### config.mk
export PLATFORM = sky130hd
export DESIGN_NAME = rainbow_led_pattern_generator_flat
export DESIGN_NICKNAME = d
export VERILOG_FILES = /design/src/sv/rlpg_pkg.sv /design/src/sv/rlpg_if.sv /design/src/sv/rainbow_led_pattern_generator.sv /design/src/flat_wrapper.sv
export SDC_FILE = /design/constraint.sdc
export NUM_CORES = 1
export LEC_CHECK = 0
export BUFFER_PORTS_ARGS = -buffer_cell sky130_fd_sc_hd__buf_2
export CORE_UTILIZATION = 60
export CTS_BUF_LIST = sky130_fd_sc_hd__clkbuf_4 sky130_fd_sc_hd__clkbuf_8
export CTS_CLUSTER_DIAMETER = 100
export DETAILED_ROUTE_END_ITERATION = 8
export HOLD_SLACK_MARGIN = 0.08
export PLACE_DENSITY_LB_ADDON = 0.15
export SLEW_MARGIN = 20
export SYNTH_ARGS = -nofsm -noshare
export SYNTH_HDL_FRONTEND = slang
export SYNTH_SLANG_ARGS = --single-unit
### constraint.sdc
create_clock -name clock -period 10.47 [get_ports clock]
set_clock_uncertainty 0.05 [all_clocks]
set_input_delay 0 -clock clock [delete_from_list [all_inputs] [get_ports clock]]
set_output_delay 0 -clock clock [all_outputs]
set_load 0.005 [all_outputs]
### src/sv/rlpg_pkg.sv
// rlpg_pkg: types, constants and small functions of the rainbow led pattern generator
// no dependencies; imported by the channel interfaces and the top level
`timescale 1ns / 1ps
`default_nettype none

package rlpg_pkg;

   // field widths
   localparam int REQ_TYPE_W = 2;
   localparam int TIME_W     = 64;
   localparam int CHAN_W     = 8;
   localparam int IDX_W      = 6;
   localparam int GRB_W      = 24;
   localparam int HUE_W      = 11;
   localparam int SPEED_W    = 7;
   localparam int LEVEL_W    = 4;
   localparam int INTERVAL_W = 24;

   // configuration port
   localparam int CSR_IDX_W  = 2;
   localparam int CSR_DATA_W = 24;

   typedef logic [REQ_TYPE_W-1:0] req_kind_type;
   typedef logic [CHAN_W-1:0]     chan_type;
   typedef logic [CSR_IDX_W-1:0]  csr_idx_type;

   typedef struct packed {
      chan_type r;
      chan_type g;
      chan_type b;
   } rgb_type;

   // request kinds
   localparam req_kind_type REQ_FRAME     = 2'd0;
   localparam req_kind_type REQ_STIMULATE = 2'd1;
   localparam req_kind_type REQ_LOGO      = 2'd2;

   // register indexes
   localparam csr_idx_type CSR_BRIGHTNESS = 2'd0;
   localparam csr_idx_type CSR_DECAY_INT  = 2'd1;
   localparam csr_idx_type CSR_SPEED_MIN  = 2'd2;
   localparam csr_idx_type CSR_SPEED_MAX  = 2'd3;

   // reset values
   localparam logic [LEVEL_W-1:0]    BRIGHTNESS_RST = 4'd8;
   localparam logic [INTERVAL_W-1:0] DECAY_INT_RST  = 24'd200000;
   localparam logic [SPEED_W-1:0]    SPEED_MIN_RST  = 7'd4;
   localparam logic [SPEED_W-1:0]    SPEED_MAX_RST  = 7'd100;
   localparam logic [SPEED_W-1:0]    SPEED_RST      = 7'd4;

   // color wheel: six sectors of 256 steps
   localparam logic [HUE_W:0] WHEEL_STEPS = 12'd1536;

   // speed * 95 / 100 as speed * (95 * 2^17 / 100, rounded up) >> 17, exact for 7-bit speed
   localparam int              DECAY_SHIFT = 17;
   localparam logic [23:0]     DECAY_MUL   = 24'd124519;

   // brightness step, saturating at full scale
   function automatic chan_type level_step(input logic [LEVEL_W-1:0] lvl);
      chan_type step;
      case (lvl)
         4'd0:    step = 8'd0;
         4'd1:    step = 8'd32;
         4'd2:    step = 8'd64;
         4'd3:    step = 8'd96;
         4'd4:    step = 8'd128;
         4'd5:    step = 8'd160;
         4'd6:    step = 8'd192;
         4'd7:    step = 8'd224;
         default: step = 8'd255;
      endcase
      return step;
   endfunction

   // raw wheel color for a position below WHEEL_STEPS
   function automatic rgb_type wheel_color(input logic [HUE_W-1:0] pos);
      rgb_type  c;
      chan_type up;
      chan_type down;
      up   = pos[7:0];
      down = 8'd255 - pos[7:0];
      case (pos[10:8])
         3'd0:    c = '{r: up,     g: 8'd0,   b: 8'd255};
         3'd1:    c = '{r: 8'd255, g: 8'd0,   b: down};
         3'd2:    c = '{r: 8'd255, g: up,     b: 8'd0};
         3'd3:    c = '{r: down,   g: 8'd255, b: 8'd0};
         3'd4:    c = '{r: 8'd0,   g: 8'd255, b: up};
         default: c = '{r: 8'd0,   g: down,   b: 8'd255};
      endcase
      return c;
   endfunction

endpackage

`default_nettype wire

### src/sv/rlpg_if.sv
// rlpg_req_if and rlpg_rsp_if: valid/ready channels of the rainbow led pattern generator
// depends on rlpg_pkg for field widths
`timescale 1ns / 1ps
`default_nettype none

interface rlpg_req_if;
   import rlpg_pkg::*;

   logic                  valid;
   logic                  ready;
   logic [REQ_TYPE_W-1:0] req_type;
   logic [TIME_W-1:0]     now_us;
   logic [CHAN_W-1:0]     red_in;
   logic [CHAN_W-1:0]     green_in;
   logic [CHAN_W-1:0]     blue_in;

   modport source (output valid, req_type, now_us, red_in, green_in, blue_in, input ready);
   modport sink   (input valid, req_type, now_us, red_in, green_in, blue_in, output ready);
endinterface

interface rlpg_rsp_if;
   import rlpg_pkg::*;

   logic             valid;
   logic             ready;
   logic [IDX_W-1:0] led_index;
   logic [GRB_W-1:0] color_grb;
   logic             last;

   modport source (output valid, led_index, color_grb, last, input ready);
   modport sink   (input valid, led_index, color_grb, last, output ready);
endinterface

`default_nettype wire

### src/sv/rainbow_led_pattern_generator.sv
// rainbow_led_pattern_generator: hsv color wheel led effects with brightness and gamma
// depends on rlpg_pkg and the channel interfaces in rlpg_if.sv
//
//   channel   dir  handshake      payload
//   req_chan  in   valid/ready    req_type, now_us, red_in, green_in, blue_in
//   rsp_chan  out  valid/ready    led_index, color_grb, last
//   csr_*     in   csr_we only    csr_index, csr_wdata
//
// a stimulate or unknown request leaves the sequencer idle; a frame or logo request holds ready low
// until its last item is taken. each frame led color, and the one color of a logo request, goes
// through one shared 9x9 multiplier, twice per channel (brightness scale, then gamma square);
// further logo items repeat that color with no new pass. a stall on rsp_chan holds the item and
// the sequencer. reset is synchronous.
`timescale 1ns / 1ps
`default_nettype none

module rainbow_led_pattern_generator #(
   parameter int EFFECT_LED_COUNT = 8,
   parameter int EFFECT_LED_FIRST = 46,
   parameter int LOGO_LED_COUNT   = 4,
   parameter int LOGO_LED_FIRST   = 18,
   parameter int HUE_PITCH        = 151
) (
   input  logic                              clock,
   input  logic                              reset,
   rlpg_req_if.sink                          req_chan,
   rlpg_rsp_if.source                        rsp_chan,
   input  logic                              csr_we,
   input  logic [rlpg_pkg::CSR_IDX_W-1:0]    csr_index,
   input  logic [rlpg_pkg::CSR_DATA_W-1:0]   csr_wdata
);
   import rlpg_pkg::*;

   localparam int MAX_COUNT = (EFFECT_LED_COUNT > LOGO_LED_COUNT) ?
                              EFFECT_LED_COUNT : LOGO_LED_COUNT;
   localparam int CNT_W     = (MAX_COUNT > 1) ? $clog2(MAX_COUNT) : 1;
   localparam logic [CNT_W-1:0] EFFECT_LAST = CNT_W'(EFFECT_LED_COUNT - 1);
   localparam logic [CNT_W-1:0] LOGO_LAST   = CNT_W'(LOGO_LED_COUNT - 1);
   localparam logic [HUE_W-1:0] PITCH       = HUE_W'(HUE_PITCH);
   localparam logic [IDX_W-1:0] EFFECT_BASE = IDX_W'(EFFECT_LED_FIRST);
   localparam logic [IDX_W-1:0] LOGO_BASE   = IDX_W'(LOGO_LED_FIRST);

   // sequencer states
   localparam logic [2:0] ST_IDLE = 3'd0;
   localparam logic [2:0] ST_MUL  = 3'd1;
   localparam logic [2:0] ST_SQR  = 3'd2;
   localparam logic [2:0] ST_FIN  = 3'd3;
   localparam logic [2:0] ST_OUT  = 3'd4;

   // channel order through the shared unit
   localparam logic [1:0] CH_GREEN = 2'd0;
   localparam logic [1:0] CH_RED   = 2'd1;
   localparam logic [1:0] CH_BLUE  = 2'd2;

   logic [2:0]            state_ff, state_in;
   logic [1:0]            ch_ff, ch_in;
   logic [CNT_W-1:0]      cnt_ff, cnt_in;
   logic                  frame_ff, frame_in;
   logic [LEVEL_W-1:0]    bright_ff, bright_in;
   logic [INTERVAL_W-1:0] interval_ff, interval_in;
   logic [SPEED_W-1:0]    speed_min_ff, speed_min_in;
   logic [SPEED_W-1:0]    speed_max_ff, speed_max_in;
   logic [HUE_W-1:0]      hue_ff, hue_in;
   logic [SPEED_W-1:0]    speed_ff, speed_in;
   logic [TIME_W-1:0]     next_decay_ff, next_decay_in;
   logic [HUE_W-1:0]      pos_ff, pos_in;
   rgb_type               logo_ff, logo_in;
   logic [16:0]           prod_ff, prod_in;
   chan_type              g_ff, g_in, r_ff, r_in, b_ff, b_in;

   logic [HUE_W:0]        hue_sum;
   logic [HUE_W-1:0]      hue_next;
   logic [HUE_W:0]        pos_sum;
   logic [HUE_W-1:0]      pos_next;
   logic [23:0]           decay_prod;
   rgb_type               wheel;
   rgb_type               src_rgb;
   chan_type              src;
   logic [16:0]           div_sum;
   logic [8:0]            s_plus1;
   logic [8:0]            op_a, op_b;
   logic [17:0]           mul_res;
   logic [16:0]           prod_m1;
   chan_type              shade_val;
   logic [CNT_W-1:0]      last_cnt;
   logic                  is_last;

   // hue rotator and per-led wheel position, both modulo the wheel size
   assign hue_sum  = {1'b0, hue_ff} + {{(HUE_W+1-SPEED_W){1'b0}}, speed_ff};
   assign hue_next = (hue_sum >= WHEEL_STEPS) ? HUE_W'(hue_sum - WHEEL_STEPS) : hue_sum[HUE_W-1:0];
   assign pos_sum  = {1'b0, pos_ff} + {1'b0, PITCH};
   assign pos_next = (pos_sum >= WHEEL_STEPS) ? HUE_W'(pos_sum - WHEEL_STEPS) : pos_sum[HUE_W-1:0];

   // speed decay to 95 percent
   assign decay_prod = 24'(speed_ff) * DECAY_MUL;

   // channel source for the current step
   assign wheel   = wheel_color(pos_ff);
   assign src_rgb = frame_ff ? wheel : logo_ff;
   always_comb begin
      case (ch_ff)
         CH_GREEN: src = src_rgb.g;
         CH_RED:   src = src_rgb.r;
         default:  src = src_rgb.b;
      endcase
   end

   // shared unit: x / 255 by add and shift, then one 9x9 multiplier
   assign div_sum   = {1'b0, prod_ff[15:0]} + 17'(prod_ff[15:8]) + 17'd1;
   assign s_plus1   = {1'b0, div_sum[15:8]} + 9'd1;
   assign op_a      = (state_ff == ST_SQR) ? s_plus1 : {1'b0, src};
   assign op_b      = (state_ff == ST_SQR) ? s_plus1 : {1'b0, level_step(bright_ff)};
   assign mul_res   = op_a * op_b;
   assign prod_m1   = prod_ff - 17'd1;
   assign shade_val = prod_m1[15:8];

   assign last_cnt = frame_ff ? EFFECT_LAST : LOGO_LAST;
   assign is_last  = (cnt_ff == last_cnt);

   // next state of the sequencer, the led state and the registers
   always_comb begin
      state_in      = state_ff;
      ch_in         = ch_ff;
      cnt_in        = cnt_ff;
      frame_in      = frame_ff;
      bright_in     = bright_ff;
      interval_in   = interval_ff;
      speed_min_in  = speed_min_ff;
      speed_max_in  = speed_max_ff;
      hue_in        = hue_ff;
      speed_in      = speed_ff;
      next_decay_in = next_decay_ff;
      pos_in        = pos_ff;
      logo_in       = logo_ff;
      prod_in       = prod_ff;
      g_in          = g_ff;
      r_in          = r_ff;
      b_in          = b_ff;

      case (state_ff)
         ST_IDLE: begin
            if (req_chan.valid) begin
               case (req_chan.req_type)
                  REQ_FRAME: begin
                     hue_in   = hue_next;
                     pos_in   = hue_next;
                     frame_in = 1'b1;
                     cnt_in   = '0;
                     ch_in    = CH_GREEN;
                     state_in = ST_MUL;
                     if (req_chan.now_us >= next_decay_ff) begin
                        next_decay_in = req_chan.now_us + TIME_W'(interval_ff);
                        if (speed_ff > speed_min_ff) begin
                           speed_in = decay_prod[DECAY_SHIFT +: SPEED_W];
                        end
                     end
                  end
                  REQ_STIMULATE: begin
                     if (speed_ff < speed_max_ff) begin
                        speed_in = speed_ff + 7'd1;
                     end
                  end
                  REQ_LOGO: begin
                     logo_in  = '{r: req_chan.red_in, g: req_chan.green_in,
                                  b: req_chan.blue_in};
                     frame_in = 1'b0;
                     cnt_in   = '0;
                     ch_in    = CH_GREEN;
                     state_in = ST_MUL;
                  end
                  default: ;
               endcase
            end
         end
         ST_MUL: begin
            // finish the previous channel while scaling this one
            case (ch_ff)
               CH_RED:  g_in = shade_val;
               CH_BLUE: r_in = shade_val;
               default: ;
            endcase
            prod_in  = mul_res[16:0];
            state_in = ST_SQR;
         end
         ST_SQR: begin
            prod_in = mul_res[16:0];
            if (ch_ff == CH_BLUE) begin
               state_in = ST_FIN;
            end else begin
               ch_in    = ch_ff + 2'd1;
               state_in = ST_MUL;
            end
         end
         ST_FIN: begin
            b_in     = shade_val;
            state_in = ST_OUT;
         end
         ST_OUT: begin
            if (rsp_chan.ready) begin
               if (is_last) begin
                  state_in = ST_IDLE;
               end else begin
                  cnt_in = cnt_ff + 1'b1;
                  if (frame_ff) begin
                     pos_in   = pos_next;
                     ch_in    = CH_GREEN;
                     state_in = ST_MUL;
                  end
               end
            end
         end
         default: state_in = ST_IDLE;
      endcase

      // register writes
      if (csr_we) begin
         case (csr_index)
            CSR_BRIGHTNESS: bright_in    = csr_wdata[LEVEL_W-1:0];
            CSR_DECAY_INT:  interval_in  = csr_wdata[INTERVAL_W-1:0];
            CSR_SPEED_MIN:  speed_min_in = csr_wdata[SPEED_W-1:0];
            CSR_SPEED_MAX:  speed_max_in = csr_wdata[SPEED_W-1:0];
            default: ;
         endcase
      end
   end

   // control state and registers
   always_ff @(posedge clock) begin
      if (reset) begin
         state_ff      <= ST_IDLE;
         ch_ff         <= CH_GREEN;
         cnt_ff        <= '0;
         frame_ff      <= 1'b0;
         bright_ff     <= BRIGHTNESS_RST;
         interval_ff   <= DECAY_INT_RST;
         speed_min_ff  <= SPEED_MIN_RST;
         speed_max_ff  <= SPEED_MAX_RST;
         hue_ff        <= '0;
         speed_ff      <= SPEED_RST;
         next_decay_ff <= '0;
         pos_ff        <= '0;
      end else begin
         state_ff      <= state_in;
         ch_ff         <= ch_in;
         cnt_ff        <= cnt_in;
         frame_ff      <= frame_in;
         bright_ff     <= bright_in;
         interval_ff   <= interval_in;
         speed_min_ff  <= speed_min_in;
         speed_max_ff  <= speed_max_in;
         hue_ff        <= hue_in;
         speed_ff      <= speed_in;
         next_decay_ff <= next_decay_in;
         pos_ff        <= pos_in;
      end
   end

   // datapath registers
   always_ff @(posedge clock) begin
      logo_ff <= logo_in;
      prod_ff <= prod_in;
      g_ff    <= g_in;
      r_ff    <= r_in;
      b_ff    <= b_in;
   end

   // channel outputs
   assign req_chan.ready     = (state_ff == ST_IDLE);
   assign rsp_chan.valid     = (state_ff == ST_OUT);
   assign rsp_chan.led_index = (frame_ff ? EFFECT_BASE : LOGO_BASE) + IDX_W'(cnt_ff);
   assign rsp_chan.color_grb = {g_ff, r_ff, b_ff};
   assign rsp_chan.last      = is_last;

   // checks
   a_hue_range: assert property (@(posedge clock) disable iff (reset)
      ({1'b0, hue_ff} < WHEEL_STEPS) && ({1'b0, pos_ff} < WHEEL_STEPS))
      else $error("hue or wheel position out of range");

   a_cnt_range: assert property (@(posedge clock) disable iff (reset)
      rsp_chan.valid |-> (cnt_ff <= last_cnt))
      else $error("led count beyond the last led");

   a_last_idle: assert property (@(posedge clock) disable iff (reset)
      (rsp_chan.valid && rsp_chan.ready && rsp_chan.last) |=> req_chan.ready)
      else $error("not idle after the last item");

   a_no_early_out: assert property (@(posedge clock) disable iff (reset)
      (req_chan.valid && req_chan.ready) |=> !rsp_chan.valid)
      else $error("item shown before its color was computed");

endmodule

`default_nettype wire
### src/flat_wrapper.sv
// flat-port wrapper written by rule: the top's interface ports become plain ports
module rainbow_led_pattern_generator_flat import rlpg_pkg::*;
#(
   parameter int EFFECT_LED_COUNT = 8,
   parameter int EFFECT_LED_FIRST = 46,
   parameter int LOGO_LED_COUNT   = 4,
   parameter int LOGO_LED_FIRST   = 18,
   parameter int HUE_PITCH        = 151
)
  (clock, reset, csr_we, csr_index, csr_wdata, req_chan_valid, req_chan_req_type, req_chan_now_us, req_chan_red_in, req_chan_green_in, req_chan_blue_in, req_chan_ready, rsp_chan_valid, rsp_chan_led_index, rsp_chan_color_grb, rsp_chan_last, rsp_chan_ready);
  rlpg_req_if req_chan_i ();
  rlpg_rsp_if rsp_chan_i ();
  input  logic clock;
  input  logic reset;
  input  logic csr_we;
  input  logic [rlpg_pkg::CSR_IDX_W-1:0] csr_index;
  input  logic [rlpg_pkg::CSR_DATA_W-1:0] csr_wdata;
  input wire logic [$bits(req_chan_i.valid)-1:0] req_chan_valid;
  input wire logic [$bits(req_chan_i.req_type)-1:0] req_chan_req_type;
  input wire logic [$bits(req_chan_i.now_us)-1:0] req_chan_now_us;
  input wire logic [$bits(req_chan_i.red_in)-1:0] req_chan_red_in;
  input wire logic [$bits(req_chan_i.green_in)-1:0] req_chan_green_in;
  input wire logic [$bits(req_chan_i.blue_in)-1:0] req_chan_blue_in;
  output wire logic [$bits(req_chan_i.ready)-1:0] req_chan_ready;
  output wire logic [$bits(rsp_chan_i.valid)-1:0] rsp_chan_valid;
  output wire logic [$bits(rsp_chan_i.led_index)-1:0] rsp_chan_led_index;
  output wire logic [$bits(rsp_chan_i.color_grb)-1:0] rsp_chan_color_grb;
  output wire logic [$bits(rsp_chan_i.last)-1:0] rsp_chan_last;
  input wire logic [$bits(rsp_chan_i.ready)-1:0] rsp_chan_ready;
  assign req_chan_i.valid = req_chan_valid;
  assign req_chan_i.req_type = req_chan_req_type;
  assign req_chan_i.now_us = req_chan_now_us;
  assign req_chan_i.red_in = req_chan_red_in;
  assign req_chan_i.green_in = req_chan_green_in;
  assign req_chan_i.blue_in = req_chan_blue_in;
  assign req_chan_ready = req_chan_i.ready;
  assign rsp_chan_valid = rsp_chan_i.valid;
  assign rsp_chan_led_index = rsp_chan_i.led_index;
  assign rsp_chan_color_grb = rsp_chan_i.color_grb;
  assign rsp_chan_last = rsp_chan_i.last;
  assign rsp_chan_i.ready = rsp_chan_ready;
  rainbow_led_pattern_generator #(.EFFECT_LED_COUNT(EFFECT_LED_COUNT), .EFFECT_LED_FIRST(EFFECT_LED_FIRST), .LOGO_LED_COUNT(LOGO_LED_COUNT), .LOGO_LED_FIRST(LOGO_LED_FIRST), .HUE_PITCH(HUE_PITCH)) u_core (.clock(clock), .reset(reset), .req_chan(req_chan_i), .rsp_chan(rsp_chan_i), .csr_we(csr_we), .csr_index(csr_index), .csr_wdata(csr_wdata));
endmodule
==> flow_metrics.env <==
export IMPL_critPathLaunchType="flop"
export IMPL_routed_wl_um=48060
export IMPL_worst_pin_slew_ns=1.111
export IMPL_synthCells=2095
export IMPL_wl_per_cell_um=17.26
export IMPL_cp_end_kind="flop"
export IMPL_setup_ws_ns=2.663
export IMPL_leakagePower_nw=9.204
export IMPL_status="completed"
export IMPL_area_delta_synth_final_pct=20.39
export IMPL_postCtsSetupBuffers=0
export IMPL_place_congestion=0.9288
export IMPL_cpPeakStageDelay_ns=0.63
export IMPL_slew_headroom_pct=25.73
export IMPL_synth_seq_cells=211
export IMPL_fill_cells=2123
export IMPL_power_mw=3.831
export IMPL_rows=62
export IMPL_avgSynthCellArea_sq_um=8.405
export IMPL_place_port_buffers=153
export IMPL_drv_slew=0
export IMPL_reg2reg_slack_ns=2.66
export IMPL_critPathMaxFanout=15
export IMPL_worstSkewPairLatency_ns=0.58
export IMPL_ys_seq_area_share_pct=27.63
export IMPL_timing_rr_start="u_core.prod_ff[11]$_DFFE_PP_"
export IMPL_combinationalPowerShare_pct=46.7
export IMPL_fin_nets=2771
export IMPL_route_detailed_drc=0
export IMPL_max_vdd_ir_drop_mv=0.1467
export IMPL_timing_final_crit_share_pct=74.57
export IMPL_htreeDepth=2
export IMPL_dieArea_sq_mm=0.03004
export IMPL_internal_power_mw=2.356
export IMPL_yosysMostFrequentCell="inv_1"
export IMPL_ys_flop_type="dfxtp_1"
export IMPL_grt_antenna_before_repair=2
export IMPL_fmax_mhz=128.1
export IMPL_hold_violations=0
export IMPL_maxCapViolations=0
export IMPL_grt_usage_pct=31.99
export IMPL_start_util_pct=61.18
export IMPL_cts_tree="done"
export IMPL_cts_root_buffer="clkbuf_8"
export IMPL_dp_hpwl_um=32070
export IMPL_setup_violations=0
export IMPL_drtIter0Drc=1218
export IMPL_synth_area_leaders="dfxtp_1 17%, ha_1 15%, edfxtp_1 11%"
export IMPL_clkPwrFrac_pct=25.6
export IMPL_p_sw_mw=1.475
export IMPL_crit_end="u_core.prod_ff[14]$_DFFE_PP_"
export IMPL_setup_tns_final_ns=0
export IMPL_p_seq_share_pct=27.7
export IMPL_cp_slowest_cell="nor3_1"
export IMPL_rsz0062_at_grt="false"
export IMPL_fp_coreArea_sq_mm=0.02878
export IMPL_cts_buffers=40
export IMPL_instances_no_fill=2784
export IMPL_arrival_ns=8.03
export IMPL_die_h_um=173.3
export IMPL_synthArstFlopShare_pct=0
export IMPL_via_count=16150
export IMPL_gr_total_overflow=0
export IMPL_worstPathRequired_ns=10.70
export IMPL_drt_pass1_iterations=7
export IMPL_crit_start="u_core.prod_ff[11]$_DFFE_PP_"
export IMPL_yosysTopAreaCell="dfxtp_1"
export IMPL_syn_area_sq_mm=0.01761
export IMPL_cts_sinks=211
export IMPL_hp_class="input port to flop"
export IMPL_numPlacedInstances=2546
export IMPL_swShare_pct=38.50
export IMPL_vias_per_cell=5.800
export IMPL_crit_top_cell="fa_1"
export IMPL_yosys_warnings=0
export IMPL_grt_pass1_vias=16170
export IMPL_drive_gt1_share_pct=11.93
export IMPL_pin_count=154
export IMPL_yosysTopAreaCellShare_pct=16.71
export IMPL_cts_clk_slew_worst_paths_ns=0.07
export IMPL_grt_pass1_wl_um=78910
export IMPL_pre_cts_ws_ns=2.819
export IMPL_postRouteAntennaNets=0
export IMPL_die_w_um=173.3
export IMPL_critPathKind="flop to flop"
export IMPL_grt_start_max_net_pins=122
export IMPL_yosys_top_cells_count="236 x inv_1, 209 x ha_1, 200 x a21oi_1, 197 x nand2_1, 192 x nor2_1"
export IMPL_r2r_end="u_core.prod_ff[14]$_DFFE_PP_"
export IMPL_r2r_cells=28
export IMPL_clk_path_buf_depth=3
export IMPL_powerDensity_mw_per_mm2=180.7
export IMPL_cts_resized_gates=0
export IMPL_ys_types=83
export IMPL_period_minus_slack_ns=7.807
export IMPL_synth_edf_count=64
-- worst min path at each step --
stage	startpoint	to	slack, ns	depth (start not counted)
after floorplan	req_chan_blue_in[0]	u_core.logo_ff[0]$_DFFE_PP_	0.05	0
after global placement	req_chan_blue_in[2]	u_core.logo_ff[2]$_DFFE_PP_	0.13	1
after detailed placement	req_chan_red_in[5]	u_core.logo_ff[21]$_DFFE_PP_	0.13	1
after CTS	req_chan_red_in[1]	u_core.logo_ff[17]$_DFFE_PP_	0.08	2
after global routing	req_chan_blue_in[5]	u_core.logo_ff[5]$_DFFE_PP_	0.09	2
final	req_chan_blue_in[2]	u_core.logo_ff[2]$_DFFE_PP_	0.11	2
-- registers in the layout (all words and copies together), names as in the netlist, 2 cells and up, named ones only --
signal / cells
u_core.next_decay_ff: 64
u_core.interval_ff: 24
u_core.logo_ff: 24
u_core.prod_ff: 16
u_core.hue_ff: 11
u_core.pos_ff: 11
u_core.b_ff: 8
u_core.g_ff: 8
u_core.r_ff: 8
u_core.speed_ff: 7
u_core.speed_max_ff: 7
u_core.speed_min_ff: 7
u_core.bright_ff: 4
u_core.cnt_ff: 3
u_core.state_ff: 3
u_core.ch_ff: 2
-- cells in the final DEF (no fill, tap or decap), types with 11 or more instances in the layout --
cell type        n
a21oi_1        199
nor3_1          49
ha_1           209
xor2_1          23
nand4_1         24
a211oi_1        36
dfxtp_1        147
and3_1          16
xnor2_1         75
o21ai_0         91
nand2_1        197
inv_1          235
edfxtp_1        64
fa_1            74
clkbuf_8        47
mux2i_1         17
nor2_1         192
nand2b_1        23
a21o_1          28
dlygate4sd3_1  162
or3_1           11
nand3_1         36
buf_2          152
and2_1          20
nor2b_1         11
or2_2           16
-- timing repair --
action / CTS / global route
hold endpoints to repair: 148 / 0
setup endpoints to repair: 0 / 0
hold buffers: 162 / 0
-- cell type report --
| class | instances | area [sq um] | share of cell area (%) |
|---|---|---|---|
| multi-input cells | 1553 | 11510 | 54.30 |
| flip-flops and latches | 211 | 4865 | 22.95 |
| repair buffers | 325 | 2489 | 11.74 |
| inverters | 236 | 885.9 | 4.179 |
| clock buffers | 57 | 721.9 | 3.406 |
| well taps | 384 | 480.5 | 2.267 |
| clock inverters | 16 | 240.2 | 1.133 |
| diodes | 2 | 5.005 | 0.02361 |
-- layer usage --
| layer | up-vias | share of wire, % | track usage, % |
|---|---|---|---|
| met1 | 7662 | 42 | 40.20 |
| met5 | - | 0 | 0 |
| li1 | 7807 | - | - |
| met3 | 134 | 6.5 | 5.482 |
| met2 | 544 | 48 | 54.42 |
| met4 | 0 | 3.6 | 13.05 |
-- through the flow --
step	utilization (%)	hold WS (ns)	instance area [sq um]
final	73.65	0.1052	21200
after global routing	73.65	0.09411	21200
after CTS	73.52	0.08056	21160
after detailed placement	64.55	0.1281	18580
after global placement	64.55	0.1266	18580
after floorplan	-	0.04887	17630
-- power by group through the flow --
stage / combinational (mW) / sequential, mW / clock (mW)
after CTS: 1.77 / 1.06 / 0.990
after global placement: 1.64 / 1.07 / 0
final: 1.79 / 1.06 / 0.982
after detailed placement: 1.70 / 1.08 / 0
after global routing: 2.02 / 1.07 / 1.03
after floorplan: 1.33 / 1.03 / 0
-- kinds of logic after synthesis --
family | synth area share [%]
and+or+nand+nor | 17.27
AOI/OAI and AO/OA | 18.35
buffers and inverters | 7.298
adders and majority gates | 23.26
DFF | 27.63
xor gates and xnor gates | 5.002
muxes | 1.158
other | 0.02130
-- worst max-delay path, delay by kind of cell, from the launching register on --
| kind | cells | cell delay, ns |
|---|---|---|
| adders and majority gates | 7 | 3.01 |
| xor gates and xnor gates | 1 | 0.16 |
| and+or+nand+nor | 6 | 1.18 |
| buffers and inverters | 2 | 0.10 |
| AOI/OAI and AO/OA | 12 | 2.42 |
| DFF | 1 | 0.61 |
No activity file was read; power rests on OpenSTA's default activity.
